$ cat src/rtl/hjc_pkg.sv
// ----------------------------------------------------------------------------
// hjc_pkg
// types, register indexes and constants shared by the handwheel jog blocks
// ----------------------------------------------------------------------------
`default_nettype none

package hjc_pkg;

  typedef struct packed {
    logic       func;
    logic       enc_a;
    logic       enc_b;
    logic [3:0] axis_switches;
    logic [2:0] speed_switches;
    logic       planner_idle;
    logic [3:0] motor_count;
  } in_t;

  typedef struct packed {
    logic [2:0]  axis_sel;
    logic [7:0]  speed_mult;
    logic        pilot_on;
    logic        move_granted;
    logic        step_dir;
    logic [22:0] step_total;
    logic [15:0] step_gap;
  } out_t;

  localparam int CFG_IDX_W = 3;
  localparam int CFG_DATA_W = 16;

  localparam logic [CFG_IDX_W-1:0] CFG_ENCODER_ENABLED = 3'd0;
  localparam logic [CFG_IDX_W-1:0] CFG_SPEED_LOW = 3'd1;
  localparam logic [CFG_IDX_W-1:0] CFG_SPEED_MID = 3'd2;
  localparam logic [CFG_IDX_W-1:0] CFG_SPEED_HIGH = 3'd3;
  localparam logic [CFG_IDX_W-1:0] CFG_MIN_STEP_GAP = 3'd4;

  localparam logic FUNC_TICK = 1'b0;
  localparam logic FUNC_SERVICE = 1'b1;

  localparam logic [2:0] NO_AXIS = 3'd4;
  localparam logic signed [15:0] COUNT_LIMIT = 16'sd32767;
  localparam logic [9:0] GAP_NUMERATOR = 10'd1000;
  localparam int ALU_W = 24;
  localparam int MUL_STEPS = 8;

  // quadrature transition table, index {previous ab, current ab}
  function automatic logic signed [1:0] quad_delta(input logic [3:0] idx);
    logic signed [1:0] d;
    case (idx)
      4'd1, 4'd7, 4'd8, 4'd14: d = -2'sd1;
      4'd2, 4'd4, 4'd11, 4'd13: d = 2'sd1;
      default: d = 2'sd0;
    endcase
    return d;
  endfunction

endpackage

`default_nettype wire

$ cat src/rtl/hjc_alu.sv
// ----------------------------------------------------------------------------
// hjc_alu
// shared add / subtract unit used for the multiply, divide and compare steps
// ----------------------------------------------------------------------------
`default_nettype none

module hjc_alu (
  input  wire logic [hjc_pkg::ALU_W-1:0] a,
  input  wire logic [hjc_pkg::ALU_W-1:0] b,
  input  wire logic                      sub,
  output logic      [hjc_pkg::ALU_W-1:0] sum,
  output logic                           ge
);
  import hjc_pkg::*;

  logic [ALU_W:0] wide;

  always_comb begin
    wide = {1'b0, a} + {1'b0, (sub ? ~b : b)} + {{ALU_W{1'b0}}, sub};
    sum = wide[ALU_W-1:0];
    ge = wide[ALU_W];
  end

endmodule

`default_nettype wire

$ cat src/rtl/hjc_quad.sv
// ----------------------------------------------------------------------------
// hjc_quad
// quadrature decoder and saturating pulse count, cleared when read
// ----------------------------------------------------------------------------
`default_nettype none

module hjc_quad (
  input  wire logic               clk,
  input  wire logic               rst,
  input  wire logic               enc_en,
  input  wire logic               tick,
  input  wire logic               enc_a,
  input  wire logic               enc_b,
  input  wire logic               clear,
  output logic signed [15:0]      count
);
  import hjc_pkg::*;

  logic [1:0]        last_ab;
  logic [1:0]        cur_ab;
  logic signed [1:0] delta;

  assign cur_ab = {enc_b, enc_a};
  assign delta = quad_delta({last_ab, cur_ab});

  always_ff @(posedge clk) begin
    if (rst) begin
      last_ab <= 2'd0;
      count <= 16'sd0;
    end else if (clear) begin
      count <= 16'sd0;
    end else if (tick && enc_en) begin
      last_ab <= cur_ab;
      if (delta == 2'sd1 && count != COUNT_LIMIT) begin
        count <= count + 16'sd1;
      end else if (delta == -2'sd1 && count != -COUNT_LIMIT) begin
        count <= count - 16'sd1;
      end
    end
  end

endmodule

`default_nettype wire

$ cat src/rtl/handwheel_jog_controller.sv
// ----------------------------------------------------------------------------
// handwheel_jog_controller
// An encoder tick item leaves in_ready high and gives no result. A granted
// service item with a nonzero total passes through these steps, with in_ready
// low after the first: one to select axis and multiplier and read the count,
// eight shift-add steps for the step total, ten restoring divide steps for
// 1000 / total, one compare against the minimum gap, and one to load the output
// register. The multiply, divide and compare steps run through one shared
// 24-bit add/subtract unit. A granted event with a zero total skips the divide
// and compare; an ungranted event goes straight to the output register. While
// a result waits for out_ready the block holds in its last step, so in_ready
// stays low until the output register is free.
// ----------------------------------------------------------------------------
`default_nettype none

module handwheel_jog_controller (
  input  wire logic                             clk,
  input  wire logic                             rst,
  input  wire logic                             in_valid,
  output logic                                  in_ready,
  input  wire hjc_pkg::in_t                     in_data,
  output logic                                  out_valid,
  input  wire logic                             out_ready,
  output hjc_pkg::out_t                         out_data,
  input  wire logic                             cfg_valid,
  output logic                                  cfg_ready,
  input  wire logic [hjc_pkg::CFG_IDX_W-1:0]    cfg_index,
  input  wire logic [hjc_pkg::CFG_DATA_W-1:0]   cfg_data
);
  import hjc_pkg::*;

  typedef enum logic [2:0] {
    ST_IDLE,
    ST_MUL,
    ST_DIV,
    ST_CMP,
    ST_FINISH
  } state_t;

  state_t state;

  logic        encoder_enabled;
  logic [7:0]  speed_low_value;
  logic [7:0]  speed_mid_value;
  logic [7:0]  speed_high_value;
  logic [15:0] min_step_gap;

  logic [2:0]  cur_axis;
  logic [7:0]  cur_mult;
  logic        granted;
  logic        dir;
  logic [22:0] acc;
  logic [22:0] mcand;
  logic [7:0]  mplier;
  logic [3:0]  cnt;
  logic [9:0]  rem;
  logic [9:0]  quo;
  logic [15:0] gap;

  logic              in_acc;
  logic              tick;
  logic              svc;
  logic signed [15:0] count;
  logic [2:0]        sel_axis;
  logic [7:0]        next_mult;
  logic              axis_changed;
  logic signed [15:0] taken;
  logic [15:0]       taken_abs;
  logic [14:0]       steps;
  logic              grant_now;

  logic [ALU_W-1:0]  alu_a;
  logic [ALU_W-1:0]  alu_b;
  logic              alu_sub;
  logic [ALU_W-1:0]  alu_sum;
  logic              alu_ge;
  logic [10:0]       trial;
  logic [22:0]       acc_next;

  assign in_ready = (state == ST_IDLE);
  assign cfg_ready = 1'b1;
  assign in_acc = in_valid && in_ready;
  assign tick = in_acc && (in_data.func == FUNC_TICK);
  assign svc = in_acc && (in_data.func == FUNC_SERVICE);

  always_comb begin
    if (in_data.axis_switches[0]) begin
      sel_axis = 3'd0;
    end else if (in_data.axis_switches[1]) begin
      sel_axis = 3'd1;
    end else if (in_data.axis_switches[2]) begin
      sel_axis = 3'd2;
    end else if (in_data.axis_switches[3]) begin
      sel_axis = 3'd3;
    end else begin
      sel_axis = NO_AXIS;
    end
    if (in_data.speed_switches[0]) begin
      next_mult = speed_low_value;
    end else if (in_data.speed_switches[1]) begin
      next_mult = speed_mid_value;
    end else if (in_data.speed_switches[2]) begin
      next_mult = speed_high_value;
    end else begin
      next_mult = 8'd0;
    end
    axis_changed = (sel_axis != cur_axis);
    taken = axis_changed ? 16'sd0 : count;
    taken_abs = taken[15] ? 16'(-taken) : 16'(taken);
    steps = taken_abs[14:0];
    grant_now = in_data.planner_idle && (sel_axis != NO_AXIS)
                && ({1'b0, sel_axis} < in_data.motor_count) && (steps != 15'd0);
  end

  hjc_quad u_quad (
    .clk    (clk),
    .rst    (rst),
    .enc_en (encoder_enabled),
    .tick   (tick),
    .enc_a  (in_data.enc_a),
    .enc_b  (in_data.enc_b),
    .clear  (svc),
    .count  (count)
  );

  assign trial = {rem, GAP_NUMERATOR[cnt]};

  always_comb begin
    alu_a = {1'b0, acc};
    alu_b = {1'b0, mcand};
    alu_sub = 1'b0;
    case (state)
      ST_MUL: begin
        alu_a = {1'b0, acc};
        alu_b = {1'b0, mcand};
        alu_sub = 1'b0;
      end
      ST_DIV: begin
        alu_a = {13'd0, trial};
        alu_b = {1'b0, acc};
        alu_sub = 1'b1;
      end
      ST_CMP: begin
        alu_a = {14'd0, quo};
        alu_b = {8'd0, min_step_gap};
        alu_sub = 1'b1;
      end
      default: begin
        alu_sub = 1'b0;
      end
    endcase
  end

  hjc_alu u_alu (
    .a   (alu_a),
    .b   (alu_b),
    .sub (alu_sub),
    .sum (alu_sum),
    .ge  (alu_ge)
  );

  assign acc_next = mplier[0] ? alu_sum[22:0] : acc;

  always_ff @(posedge clk) begin
    if (rst) begin
      encoder_enabled <= 1'b0;
      speed_low_value <= 8'd1;
      speed_mid_value <= 8'd10;
      speed_high_value <= 8'd100;
      min_step_gap <= 16'd100;
    end else if (cfg_valid && cfg_ready) begin
      case (cfg_index)
        CFG_ENCODER_ENABLED: encoder_enabled <= cfg_data[0];
        CFG_SPEED_LOW: speed_low_value <= cfg_data[7:0];
        CFG_SPEED_MID: speed_mid_value <= cfg_data[7:0];
        CFG_SPEED_HIGH: speed_high_value <= cfg_data[7:0];
        CFG_MIN_STEP_GAP: min_step_gap <= cfg_data;
        default: begin
        end
      endcase
    end
  end

  always_ff @(posedge clk) begin
    if (rst) begin
      state <= ST_IDLE;
      out_valid <= 1'b0;
      cur_axis <= NO_AXIS;
      cur_mult <= 8'd1;
    end else begin
      if (out_valid && out_ready && state != ST_FINISH) begin
        out_valid <= 1'b0;
      end
      case (state)
        ST_IDLE: begin
          if (svc) begin
            cur_axis <= sel_axis;
            cur_mult <= next_mult;
            granted <= grant_now;
            dir <= !taken[15] && (taken != 16'sd0);
            acc <= 23'd0;
            mcand <= {8'd0, steps};
            mplier <= next_mult;
            cnt <= 4'd0;
            gap <= min_step_gap;
            state <= grant_now ? ST_MUL : ST_FINISH;
          end
        end
        ST_MUL: begin
          acc <= acc_next;
          mcand <= {mcand[21:0], 1'b0};
          mplier <= {1'b0, mplier[7:1]};
          if (cnt == 4'(MUL_STEPS - 1)) begin
            rem <= 10'd0;
            quo <= 10'd0;
            cnt <= 4'd9;
            state <= (acc_next == 23'd0) ? ST_FINISH : ST_DIV;
          end else begin
            cnt <= cnt + 4'd1;
          end
        end
        ST_DIV: begin
          rem <= alu_ge ? alu_sum[9:0] : trial[9:0];
          quo <= {quo[8:0], alu_ge};
          cnt <= cnt - 4'd1;
          if (cnt == 4'd0) begin
            state <= ST_CMP;
          end
        end
        ST_CMP: begin
          gap <= alu_ge ? {6'd0, quo} : min_step_gap;
          state <= ST_FINISH;
        end
        ST_FINISH: begin
          if (!out_valid || out_ready) begin
            out_valid <= 1'b1;
            out_data.axis_sel <= cur_axis;
            out_data.speed_mult <= cur_mult;
            out_data.pilot_on <= (cur_axis != NO_AXIS);
            out_data.move_granted <= granted;
            out_data.step_dir <= dir;
            out_data.step_total <= acc;
            out_data.step_gap <= gap;
            state <= ST_IDLE;
          end
        end
        default: begin
          state <= ST_IDLE;
        end
      endcase
    end
  end

endmodule

`default_nettype wire

$ cat config.mk
export PLATFORM = sky130hd
export DESIGN_NAME = handwheel_jog_controller
export DESIGN_NICKNAME = d
export VERILOG_FILES = /design/src/rtl/hjc_pkg.sv /design/src/rtl/hjc_alu.sv /design/src/rtl/hjc_quad.sv /design/src/rtl/handwheel_jog_controller.sv
export SDC_FILE = /design/constraint.sdc
export NUM_CORES = 1
export LEC_CHECK = 0
export ABC_AREA = 1
export ABC_CLOCK_PERIOD_IN_PS = 5850
export BUFFER_PORTS_ARGS = -buffer_cell sky130_fd_sc_hd__buf_4
export CAP_MARGIN = 20
export CORE_AREA = 2 2 116 203
export DETAILED_ROUTE_END_ITERATION = 8
export DIE_AREA = 0 0 118 205
export HOLD_SLACK_MARGIN = 0.03
export MAX_ROUTING_LAYER = met4
export PLACE_DENSITY = 0.73
export SLEW_MARGIN = 10
export SYNTH_ARGS = -nofsm -noshare
export SYNTH_HDL_FRONTEND = slang
export SYNTH_SLANG_ARGS = --single-unit
$ cat constraint.sdc
create_clock -name clk -period 5.85 [get_ports clk]
set_input_delay 0 -clock clk [delete_from_list [all_inputs] [get_ports clk]]
set_output_delay 0 -clock clk [all_outputs]
set_load 0.1 [all_outputs]
# Yosys cells after proc, flatten, opt, wreduce, memory -nomap -nowiden
# Memories as Yosys holds them, arrays and structs flattened. A register that Yosys moved wholly into a read port is not among the register bits.
# Cells that the tools add are included.
# totals
reg_bits,223
mem_bits_ro,48
in_bits,39
out_inout_bits,56
word_cells,150
memories,2
# memory_table
memory,depth,word_bits,read_ports,rd_clocked_by_memory_dff,wr,line,source
(no name shown),16,2,1,0,0,hjc_pkg.sv:50,case (idx)
(no name shown),16,1,1,1,0,handwheel_jog_controller.sv:126,"assign trial = {rem, GAP_NUMERATOR[cnt]};"
# classes
add_sub_neg,7
magnitude_cmp,2
eq_ne,21
n_mux,44
bitwise_logic,4
n_reduce_logical,43
# op_table
op,count
$pmux W23 S2,4
$mux W16,5
$mux W23,3
$pmux W10 S2,2
$mux W8,4
$ne A16 B16 Y1 const B,2
$pmux W16 S2,1
$mux W3,10
$add A23 B24 Y25,1
$add A25 B1 Y25,1
$mux W24,1
$not A23 Y24,1
$logic_not A23 Y1,1
$mux W10,2
$reduce_and A3 Y1,6
$add A16 B2 Y16 const B,1
$pmux W8 S2,1
$reduce_and A2 Y1,8
$reduce_bool A16 Y1,1
$sub A16 B2 Y16 const B,1
$mux W15,1
$neg A15 Y15,1
$pmux W3 S5,1
$reduce_bool A15 Y1,1
other kinds (27),61

# Longest topological paths before layout
# Gate-level depths: netlist (run 1).
# logic_depth
ltp_word,13
mapped_depth,29

# By module
# Synthesis (run 1) repeated with hierarchy kept, for this count alone.
# unflattened
hier_cells,1698
area_unflattened_um2,13277.7
# modules_own_cells
module,instances,cells_per_inst,area_per_inst_um2,seq_area_each_um2
handwheel_jog_controller,1,1032,9494.1,5615.4
hjc_alu,1,359,1945.6,0.0
hjc_quad,1,307,1838.0,360.3

# Worst setup path before layout (run 1)
# Ideal clock, no wire load.
# synth_path
path_type,reg2reg
from,register state[0]
to,register acc[0] (enable)
arrival_ps,4978
required_ps,5366
path_slack_ps,388
stages_incl_launch_ff,8
n_path_buf,0
period_less_slack_ps,5462
path_cell_list,dfxtp_1 -> nor2_4 -> inv_1 -> nor2_1 -> nand2_1 -> nor2_1 -> inv_1 -> a21oi_1
# synth_between
elab_chain_cells,5
# synth_lines
element,line,source
start: declaration,handwheel_jog_controller.sv:40,state_t state;
start signal: assignment,handwheel_jog_controller.sv:206,state <= grant_now ? ST_MUL : ST_FINISH;
start signal: assignment,handwheel_jog_controller.sv:217,state <= (acc_next == 23'd0) ? ST_FINISH : ST_DIV;
$logic_not A3 Y1 *,handwheel_jog_controller.sv:80,assign in_ready = (state == ST_IDLE);
named net in_ready,handwheel_jog_controller.sv:20,"output logic in_ready,"
$logic_and A1 B1 Y1,handwheel_jog_controller.sv:82,assign in_acc = in_valid && in_ready;
$logic_and A1 B1 Y1,handwheel_jog_controller.sv:84,assign svc = in_acc && (in_data.func == FUNC_SERVICE);
$ne A2 B1 Y1 (no line),--,
$reduce_and A3 Y1 (no line) *,--,
end signal: assignment,handwheel_jog_controller.sv:210,acc <= acc_next;
end: declaration,handwheel_jog_controller.sv:52,logic [22:0] acc;
# The timed path passes the listed nets; every way through them passes the cells marked *.
# A chain may end at the register's enable or synchronous reset.

# Worst setup path after layout (run 1)
# layout_path
from,register state[0]
to,register state[2]
# layout_between
elab_chain_cells,11
# layout_lines
element,line,source
$eq A3 B2 Y1,"handwheel_jog_controller.sv:132, handwheel_jog_controller.sv:194",
$pmux W23 S2 or $reduce_or A2 Y1 (tied branches),--,
$not A23 Y24 or $mux W1 (tied branches),"hjc_alu.sv:19, handwheel_jog_controller.sv:132",
$mux W24,hjc_alu.sv:19,"wide = {1'b0, a} + {1'b0, (sub ? ~b : b)} + {{ALU_W{1'b0}}, sub};"
$add A23 B24 Y25,hjc_alu.sv:19,
$add A25 B1 Y25,hjc_alu.sv:19,
$mux W23,handwheel_jog_controller.sv:162,assign acc_next = mplier[0] ? alu_sum[22:0] : acc;
$logic_not A23 Y1,handwheel_jog_controller.sv:217,
$mux W3,handwheel_jog_controller.sv:217,
$mux W3,handwheel_jog_controller.sv:213,if (cnt == 4'(MUL_STEPS - 1)) begin
$pmux W3 S5,handwheel_jog_controller.sv:194,case (state)
# Several ways; a longest one is shown, not always the timed one. The select of a mux whose other input is x is not followed.

==> results of run 1 <==
-- flip-flops by register name (all words and copies together), names as in the netlist --
signal            count
encoder_enabled       1
min_step_gap         16
cur_axis              3
gap                  16
speed_mid_value       8
cur_mult              8
mplier                8
state                 3
speed_low_value       8
acc                  23
mcand                23
cnt                   4
u_quad.last_ab        2
granted               1
trial                 1
quo                  10
dir                   1
u_quad.count         16
out_valid             1
speed_high_value      8
out_data             53
rem                  10
-- cells by family after synthesis --
group,Yosys count,share of synthesized area (%)
compound gates,323,14.9
buf+inv,251,7.87
fa+ha+maj,48,5.02
flops,224,48.8
other cells,1,0.0306
xor+xnor,17,1.21
simple gates,634,22.2
-- metal layers --
| layer | vias up | share of wire (%) |
|---|---|---|
| li1 | 5320 | - |
| met4 | 0 | 7.1 |
| met1 | 5037 | 36 |
| met2 | 312 | 53 |
| met5 | - | 0 |
| met3 | 133 | 4.2 |
-- repair_timing --
action,4_1_cts,5_1_grt
resized for setup,0,1
setup endpoints to repair,0,1
endpoints found under the hold margin,75,0
hold buffers,45,0
-- where the power goes --
group          total, mW  internal, mW  switching, mW
Sequential          1.76          1.73         0.0248
Combinational      0.444         0.134          0.310
Clock               1.39         0.796          0.597
Total               3.59          2.66          0.933
-- cell type report --
cell class | count | share of cell area, %
sequential | 224 | 41.5
multi-input combinational | 1023 | 37.1
timing repair buffer | 150 | 8.61
inverter | 204 | 5.35
clock buffer | 30 | 4.09
tap | 300 | 2.61
clock inverter | 8 | 0.704
-- through the flow --
step / power [mW] / hold slack (ns) / setup slack [ns] / instances / area, µm²
finish: 3.59 / 0.0508 / 0.576 / 1939 / 14400
global route: 3.72 / 0.0531 / 0.110 / 1939 / 14400
CTS: 3.61 / 0.0313 / 0.510 / 1939 / 14400
detailed placement: 2.21 / 0.264 / 0.858 / 1856 / 13200
global placement: 2.20 / 0.256 / 0.935 / 1856 / 13200
floorplan: 2.08 / 0.126 / 0.388 / 1498 / 12300
-- worst max-delay path by stage --
stage                                 end                   from  cells after the start
finish              state[2]$_SDFFE_PP0P_  state[0]$_SDFFE_PP0P_                     28
global route        state[2]$_SDFFE_PP0P_  state[0]$_SDFFE_PP0P_                     28
CTS                 state[2]$_SDFFE_PP0P_  state[0]$_SDFFE_PP0P_                     23
detailed placement   rem[9]$_SDFFCE_PP0P_  state[0]$_SDFFE_PP0P_                     20
global placement     rem[9]$_SDFFCE_PP0P_  state[0]$_SDFFE_PP0P_                     20
floorplan            acc[0]$_SDFFCE_PN0P_  state[0]$_SDFFE_PP0P_                      7
-- cells in the mapped netlist (3+ instances only) --
cell,count
dfxtp_1,75
nor2_4,5
a221oi_1,6
o22ai_1,19
a22oi_1,5
a21oi_1,107
nand4_1,13
buf_2,5
buf_1,7
inv_1,199
clkinv_1,3
or2_2,3
nor3_1,10
clkbuf_1,31
o221ai_1,3
xnor2_1,8
o31ai_1,6
nor2_1,202
a21o_1,9
nand2_2,3
ha_1,46
nand3_1,99
xor2_1,9
o21ai_0,125
nand3_2,3
a31oi_1,10
o211ai_1,11
nand3b_1,6
a32oi_1,3
nand2_1,276
edfxtp_1,149
nor4_1,5
nand2_4,4
o21ai_1,5
-- worst max-delay path, delay by kind of cell (launching register included) --
family,cells,cell delay [ns]
simple gates,23,3.12
compound gates,2,0.20
buf+inv,2,0.90
flops,1,0.51
fa+ha+maj,1,0.44
==> results.yml, run 1 <==
critical_path:
  worstSetupEndpointType: "register"
  classification_of_the_worst_setup_path: "register to register"
  r2r_start: "state[0]$_SDFFE_PP0P_"
  worstPathMaxFanout: 43
  critical-path-max-stage-delay_ns: 0.55
  worst-r2r-setup-slack_ns: 0.58
  critPathArrivalTime_ns: 5.74
  critical_path.slowest_cell: "dlygate4sd3_1"
  r2r-end: "state[2]$_SDFFE_PP0P_"
  worstPathRequired_ns: 6.32
  cp-start-kind: "register"
  depth_of_the_worst_register_to_register_path: 28
  critical-path-top-cell-by-count: "nand2_1"
placed_design:
  hpwlAfterDp_um: 25600
  port_buffers: 93
  finalWeightedCongestion: 0.975
sta:
  relSlewSlack_pct: 39.1
  fin_skew_ns: 0.0116
  finalHoldViolations: 0
  min_period_over_period_pct: 90.2
  layout_min_cycle_time_ns: 5.27
  tightest_slew_ns: 0.907
  unrepaired_setup_endpoints_after_global_routing: "no"
  clock.fmax_mhz: 190
  setup_total_negative_slack_ns: 0
  timing.final.max_slew_violations: 0
  setup_viol: 0
floorplan:
  design.portCount: 95
  core-area_um2: 22600
  die_y_um: 205
  start_util_pct: 54.3
  total_die_area_um2: 24200
  floorplan.die.width_um: 118
  placement_rows: 73
run:
  max-cap-violations: 0
clock_tree:
  post_cts.repair.setup_buffers: 0
  cts-htree-levels: 1
  cts_buffer_depth: 3
  worst_path_clk_slew_ns: 0.07
  cts_root_buf: "clkbuf_16"
  cts_tree: "built"
  clk-insertion-delay-late_ns: 0.52
  number_of_cts_inserted_buffers: 21
  cts.sinks: 224
yosys:
  synth_area_um2: 12300
  seq_area_frac_synth_pct: 48.8
  yosysWarnings: 0
  synth.avg_cell_area_um2: 8.18
  synth-edff-count: 149
  ys_seq_elements: 224
  ys.flop_type: "edfxtp_1"
  synth-async-reset-ratio_pct: 0
  synthDominantAreaCellType: "edfxtp_1"
  synth_largest_type_area_fraction_pct: 36.5
  synthesis.instances: 1498
  ys_top_cells_by_area: "edfxtp_1 37%, dfxtp_1 12%, nand2_1 8.5%"
  synth_nets: 1585
  synth_cell_type_count: 53
final_layout:
  multiInputGateArea_um2: 5340
  n_fill_cell: 1983
  nets: 1711
  syn2layout_area_growth_pct: 17.4
  fin_util_pct: 63.8
  footprint_of_the_flip_flops_and_latches_um2: 5980
  layout.cells.most_common_list: "276 x nand2_1, 202 x nor2_1, 199 x inv_1"
  layout_commonest_cell: "nand2_1"
  insertedDiodeCount: 0
  final_layout_size_suffix_gt1_share_pct: 10.3
grt:
  maximum_number_of_pins_on_one_net_before_global_route_repair: 60
  met1_usage_pct: 30.4
  grt_antenna_before_repair: 0
  grt_use_met3_pct: 3.23
  gr-total-overflow: 0
  grt_first_pass_wirelength_um: 55400
  top_usage_layer: "met2"
  global_route.usage.met2_pct: 54.7
  gr-usage-all-layers_pct: 30.0
  first_global_vias: 10700
detailed_routing:
  drt_pass_1_iters: 5
  routed_wirelength_um: 34900
  routed_via_density: 5.57
  wl_per_cell_um: 18.0
  remaining_routing_drc_violations: 0
  dr.first_iter.drc_count: 892
  vias_after_detailed_routing: 10800
  drtAntennaViolNets: 0
hold_path:
  hold_path_end: "granted$_DFFE_PP_"
  worstHoldStart: "in_data[3]"
  hold_class: "input pin to register"
  hold-path-cell-count: 4
run_status:
  outcome: "finished clean"
power_and_ir_drop:
  power_density_nw_per_um2: 250
  vdd_ir_drop_max_mv: 0.236
  static-leakage-power_nw: 6.31
No activity file was read; power rests on OpenSTA's default activity.
==> run 2: changes to the inputs <==
--- a/config.mk
+++ b/config.mk
@@ -9,9 +9,9 @@
 export ABC_CLOCK_PERIOD_IN_PS = 5850
 export BUFFER_PORTS_ARGS = -buffer_cell sky130_fd_sc_hd__buf_4
 export CAP_MARGIN = 20
-export CORE_AREA = 2 2 116 203
+export CORE_AREA = 2 2 176 135
 export DETAILED_ROUTE_END_ITERATION = 8
-export DIE_AREA = 0 0 118 205
+export DIE_AREA = 0 0 178 137
 export HOLD_SLACK_MARGIN = 0.03
 export MAX_ROUTING_LAYER = met4
 export PLACE_DENSITY = 0.73
==> run 2 against run 1 <==
Effect of this change:
- utilization barely moved
- total power rose by 2.7%
- die area grew 0.81%
- clock power is 7% higher
- via count increased by 0.27%
- flip-flop and latch count unchanged
- design area is 0.37% higher
- combinational power barely moved
- clock-buffer cell count shrank 1
- routed wire length decreased by 6.7%
- sequential share of layout area decreased by 0.15 points
- worst hold slack better by 0.0054 ns
- critical path type unchanged
- critical endpoint unchanged
- highest routed layer unchanged
==> results.yml, run 2 (synthesis gave the netlist of run 1 again) <==
run:
  max-cap-violations: 0
final_layout:
  syn2layout_area_growth_pct: 17.9
  layout.cells.most_common_list: "276 x nand2_1, 202 x nor2_1, 198 x inv_1"
  layout_commonest_cell: "nand2_1"
  layout_top_registers: "out_data x53, acc x23, mcand x23"
  insertedDiodeCount: 0
  final_layout_size_suffix_gt1_share_pct: 10.4
  regMostFlops: "out_data"
  nets: 1711
  fin_util_pct: 63.8
  largest_register_ffs: 53
critical_path:
  depth_of_the_worst_register_to_register_path: 28
  worstPathMaxFanout: 36
  r2r-end: "state[2]$_SDFFE_PP0P_"
  r2r_start: "state[0]$_SDFFE_PP0P_"
  setup.worst_path.end: "state[2]$_SDFFE_PP0P_"
  cp-start-kind: "register"
  worstPathRequired_ns: 6.30
  worstSetupEndpointType: "register"
  critPathArrivalTime_ns: 5.59
  worstSetupStartpoint: "state[0]$_SDFFE_PP0P_"
  critical-path-max-stage-delay_ns: 0.54
  worst-r2r-setup-slack_ns: 0.71
  critical-path-top-cell-by-count: "nand2_1"
  classification_of_the_worst_setup_path: "register to register"
  critical_path.slowest_cell: "clkinv_1"
floorplan:
  placement_rows: 48
  design.portCount: 95
  core-area_um2: 22600
  start_util_pct: 54.1
  floorplan.die.width_um: 178
  total_die_area_um2: 24400
  die_y_um: 137
grt:
  maximum_number_of_pins_on_one_net_before_global_route_repair: 60
  gr-total-overflow: 0
  first_global_vias: 9770
  gr-usage-all-layers_pct: 27.3
  grt_first_pass_wirelength_um: 51000
  grt_antenna_before_repair: 0
detailed_routing:
  drt_pass_1_iters: 5
  routed_wirelength_um: 32500
  wl_per_cell_um: 16.8
  dr.first_iter.drc_count: 1147
  vias_after_detailed_routing: 10800
  drtAntennaViolNets: 0
  routed_via_density: 5.58
  remaining_routing_drc_violations: 0
placed_design:
  place_ws_ns: 1.32
  port_buffers: 93
  hpwlAfterDp_um: 23500
  finalWeightedCongestion: 1.04
sta:
  finalHoldViolations: 0
  setup_viol: 0
  layout_min_cycle_time_ns: 5.14
  fin_skew_ns: 0.0161
  relSlewSlack_pct: 30.0
  timing.final.max_slew_violations: 0
  setup_total_negative_slack_ns: 0
  holdWs_ns: 0.0561
  min_period_over_period_pct: 87.8
  final_critical_path_setup_slack_ns: 0.713
  unrepaired_setup_endpoints_after_global_routing: "no"
  clock.fmax_mhz: 195
  tightest_slew_ns: 1.05
clock_tree:
  cts-htree-levels: 1
  clk-insertion-delay-late_ns: 0.52
  cts_root_buf: "clkbuf_16"
  cts_tree: "built"
  post_cts_resized: 0
  cts.sinks: 224
  post_cts.repair.setup_buffers: 0
  cts_buffer_depth: 3
  worst_path_clk_slew_ns: 0.07
  number_of_cts_inserted_buffers: 22
run_status:
  outcome: "finished clean"
power_and_ir_drop:
  power_density_nw_per_um2: 256
  vdd_ir_drop_max_mv: 0.188
  total_power_mw: 3.69
  static-leakage-power_nw: 6.33
hold_path:
  hold_class: "input pin to register"
  hold-path-cell-count: 5
run 2: changes by cell type in the layout (fill, tap and decap cells not counted), sizes merged:
cell,before,now
bufinv,2,3
clkbuf,30,29
clkinv,4,9
clkinvlp,2,3
dlygate4sd3,45,44
inv,204,200
run 2: stage by stage:
| step | area [µm²] | instances |
|---|---|---|
| after floorplan | 12300 | 1498 |
| after global placement | 13200 | 1856 |
| after detailed placement | 13200 | 1856 |
| after CTS | 14400 | 1940 |
| after global routing | 14400 | 1940 |
| final | 14400 | 1940 |
run 2: cell type report:
class / instances / area (µm²)
inverters: 204 / 766
fillers: 1917 / 8190
flip-flops and latches: 224 / 5980
repair buffers: 149 / 1230
clock inverters: 11 / 151
multi-input cells: 1023 / 5340
clock buffers: 29 / 607
well taps: 300 / 375
run 2: repair_timing:
action,4_1_cts,5_1_grt
setup endpoints to repair,0,0
hold buffers,44,0
endpoints found under the hold margin,70,0
run 2: how the worst min path moves through the flow:
stage                      from                               to  slack [ns]
global route         in_data[5]         cur_mult[6]$_SDFFE_PP0P_        0.08
detailed placement  cfg_data[3]  speed_mid_value[3]$_SDFFE_PP1P_        0.26
finish               in_data[5]         cur_mult[6]$_SDFFE_PP0P_        0.06
CTS                  in_data[5]         cur_mult[6]$_SDFFE_PP0P_        0.03
global placement    cfg_data[3]  speed_mid_value[3]$_SDFFE_PP1P_        0.26
floorplan           cfg_data[1]  speed_mid_value[1]$_SDFFE_PP1P_        0.13
run 2: where the power goes:
part           leakage, nW  total [mW]  internal, mW  switching, mW
clock network        0.361        1.49         0.869          0.626
registers             1.99        1.75          1.73         0.0232
logic                 3.99       0.443         0.134          0.309
total                 6.33        3.69          2.73          0.958
run 2: worst max-delay path, delay by kind of cell, from the launching register on:
family / cells / cell delay (ns)
flops: 1 / 0.51
simple gates: 21 / 2.59
compound gates: 3 / 0.30
buf+inv: 3 / 1.18
fa+ha+maj: 1 / 0.48
run 2: metal layers:
layer / global-route usage [%] / up-vias / wire, µm
li1: - / 5323 / -
met1: 39.1 / 5036 / 15100
met2: 41.3 / 424 / 14200
met3: 4.25 / 48 / 2540
met4: 5.74 / 0 / 610
met5: - / - / 0
==> run 3: changes to the inputs <==
--- a/config.mk
+++ b/config.mk
@@ -7,7 +7,7 @@
 export LEC_CHECK = 0
 export ABC_AREA = 1
 export ABC_CLOCK_PERIOD_IN_PS = 5850
-export BUFFER_PORTS_ARGS = -buffer_cell sky130_fd_sc_hd__buf_4
+export BUFFER_PORTS_ARGS = -buffer_cell sky130_fd_sc_hd__clkbuf_2
 export CAP_MARGIN = 20
 export CORE_AREA = 2 2 176 135
 export DETAILED_ROUTE_END_ITERATION = 8
==> run 3 against run 2 <==
Effect of this change:
- setup slack gained 0.42 ns
- cell count barely moved
- fmax rose by 9.0%
- via count shrank 1.2%
- clock-buffer cell count rose by 3
- design area down 1.3%
- critical endpoint unchanged
- worst hold slack lost 0.0031 ns
- flip-flop and latch count is the same
==> results.yml, run 3 (synthesis gave the netlist of run 1 again) <==
detailed_routing:
  dr.first_iter.drc_count: 1070
  remaining_routing_drc_violations: 0
  wl_per_cell_um: 16.8
  vias_after_detailed_routing: 10700
  drt_pass_1_iters: 6
  routed_via_density: 5.51
  routed_wirelength_um: 32600
  drtAntennaViolNets: 0
final_layout:
  layout_top_registers: "out_data x53, acc x23, mcand x23"
  finalNonFillerCells: 1941
  layout_commonest_cell: "nand2_1"
  design_area_um2: 14300
  regMostFlops: "out_data"
  insertedDiodeCount: 0
  final_layout_size_suffix_gt1_share_pct: 10.2
  nets: 1712
  largest_register_ffs: 53
  syn2layout_area_growth_pct: 16.3
  layout.cells.most_common_list: "276 x nand2_1, 202 x nor2_1, 198 x inv_1"
power_and_ir_drop:
  total_power_mw: 3.72
  vdd_ir_drop_max_mv: 0.223
  static-leakage-power_nw: 6.28
  power_density_nw_per_um2: 261
floorplan:
  die_y_um: 137
  design.portCount: 95
  start_util_pct: 54.1
  placement_rows: 48
  core-area_um2: 22600
  total_die_area_um2: 24400
  floorplan.die.width_um: 178
sta:
  fin_skew_ns: 0.0174
  final_critical_path_setup_slack_ns: 1.14
  setup_viol: 0
  min_period_over_period_pct: 80.6
  relSlewSlack_pct: 33.3
  setup_total_negative_slack_ns: 0
  timing.final.max_slew_violations: 0
  tightest_slew_ns: 0.997
  layout_min_cycle_time_ns: 4.71
  unrepaired_setup_endpoints_after_global_routing: "no"
  finalHoldViolations: 0
  clock.fmax_mhz: 212
critical_path:
  worstPathMaxFanout: 36
  worst-r2r-setup-slack_ns: 1.14
  worstPathRequired_ns: 6.30
  depth_of_the_worst_register_to_register_path: 27
  critical-path-max-stage-delay_ns: 0.58
  r2r_start: "state[0]$_SDFFE_PP0P_"
  critical_path.slowest_cell: "clkinv_1"
  worstSetupEndpointType: "register"
  critical-path-top-cell-by-count: "nand2_1"
  classification_of_the_worst_setup_path: "register to register"
  critPathArrivalTime_ns: 5.17
  cp-start-kind: "register"
  r2r-end: "state[2]$_SDFFE_PP0P_"
clock_tree:
  cts_tree: "built"
  post_cts.repair.setup_buffers: 0
  cts_buffer_depth: 3
  cts_root_buf: "clkbuf_16"
  clk-insertion-delay-late_ns: 0.53
  post_cts_resized: 0
  cts-htree-levels: 1
  worst_path_clk_slew_ns: 0.06
  number_of_cts_inserted_buffers: 23
  cts.sinks: 224
placed_design:
  port_buffers: 93
  place_ws_ns: 1.24
  post_dp_cell_area_um2: 13000
  finalWeightedCongestion: 1.04
  hpwlAfterDp_um: 23800
  placed_instances: 1855
run:
  max-cap-violations: 0
grt:
  first_global_vias: 9922
  maximum_number_of_pins_on_one_net_before_global_route_repair: 60
  gr-total-overflow: 0
  grt_first_pass_wirelength_um: 51600
  grt_antenna_before_repair: 0
  gr-usage-all-layers_pct: 27.7
hold_path:
  hold_path_end: "granted$_DFFE_PP_"
  worstHoldStart: "in_data[3]"
  hold-path-cell-count: 4
  hold_class: "input pin to register"
run_status:
  outcome: "finished clean"
-- run 3: area by class of cell --
class	instances	area, µm²
Sequential cell	224	5980
Inverter	204	766
Multi-Input combinational cell	1023	5350
Clock inverter	9	163
Fill cell	1921	8380
Tap cell	300	375
Clock buffer	32	619
Timing Repair Buffer	149	1010
-- run 3: per-stage QoR --
| step | hold slack [ns] | utilization [%] |
|---|---|---|
| after floorplan | 0.126 | - |
| after global placement | 0.283 | 57.5 |
| after detailed placement | 0.294 | 57.5 |
| after CTS | 0.0424 | 62.9 |
| after global routing | 0.0684 | 63.0 |
| final | 0.0531 | 63.0 |
-- run 3: worst max-delay path: cells and delay by family, from the launching register on --
kind / cells / cell delay [ns]
compound gates: 3 / 0.32
simple gates: 21 / 2.65
flops: 1 / 0.50
fa+ha+maj: 1 / 0.49
buf+inv: 2 / 0.69
-- run 3: report_power, final --
part	leakage [nW]	switching (mW)	internal [mW]
clock	0.380	0.616	0.923
combinational	3.92	0.310	0.120
sequential	1.99	0.0240	1.73
total	6.28	0.949	2.77
-- run 3: timing repair --
action | in CTS | in global routing
hold endpoints to repair | 54 | 0
hold buffers | 44 | 0
endpoints found under the setup margin | 0 | 0
-- run 3: layer usage --
metal	up-vias	global-route usage (%)	share of wire (%)
li1	5315	-	-
met3	50	4.86	7.9
met4	0	6.69	2.1
met2	397	41.9	43
met5	-	-	0
met1	4936	39.0	47
-- run 3: worst max path at each step --
stage / startpoint / to / slack (ns) / cells past startpoint
floorplan: state[0]$_SDFFE_PP0P_ / acc[0]$_SDFFCE_PN0P_ / 0.39 / 7
global route: state[0]$_SDFFE_PP0P_ / state[2]$_SDFFE_PP0P_ / 0.59 / 27
detailed placement: state[0]$_SDFFE_PP0P_ / state[2]$_SDFFE_PP0P_ / 1.24 / 27
CTS: state[0]$_SDFFE_PP0P_ / state[2]$_SDFFE_PP0P_ / 1.21 / 27
finish: state[0]$_SDFFE_PP0P_ / state[2]$_SDFFE_PP0P_ / 1.14 / 27
global placement: state[0]$_SDFFE_PP0P_ / state[2]$_SDFFE_PP0P_ / 1.43 / 27
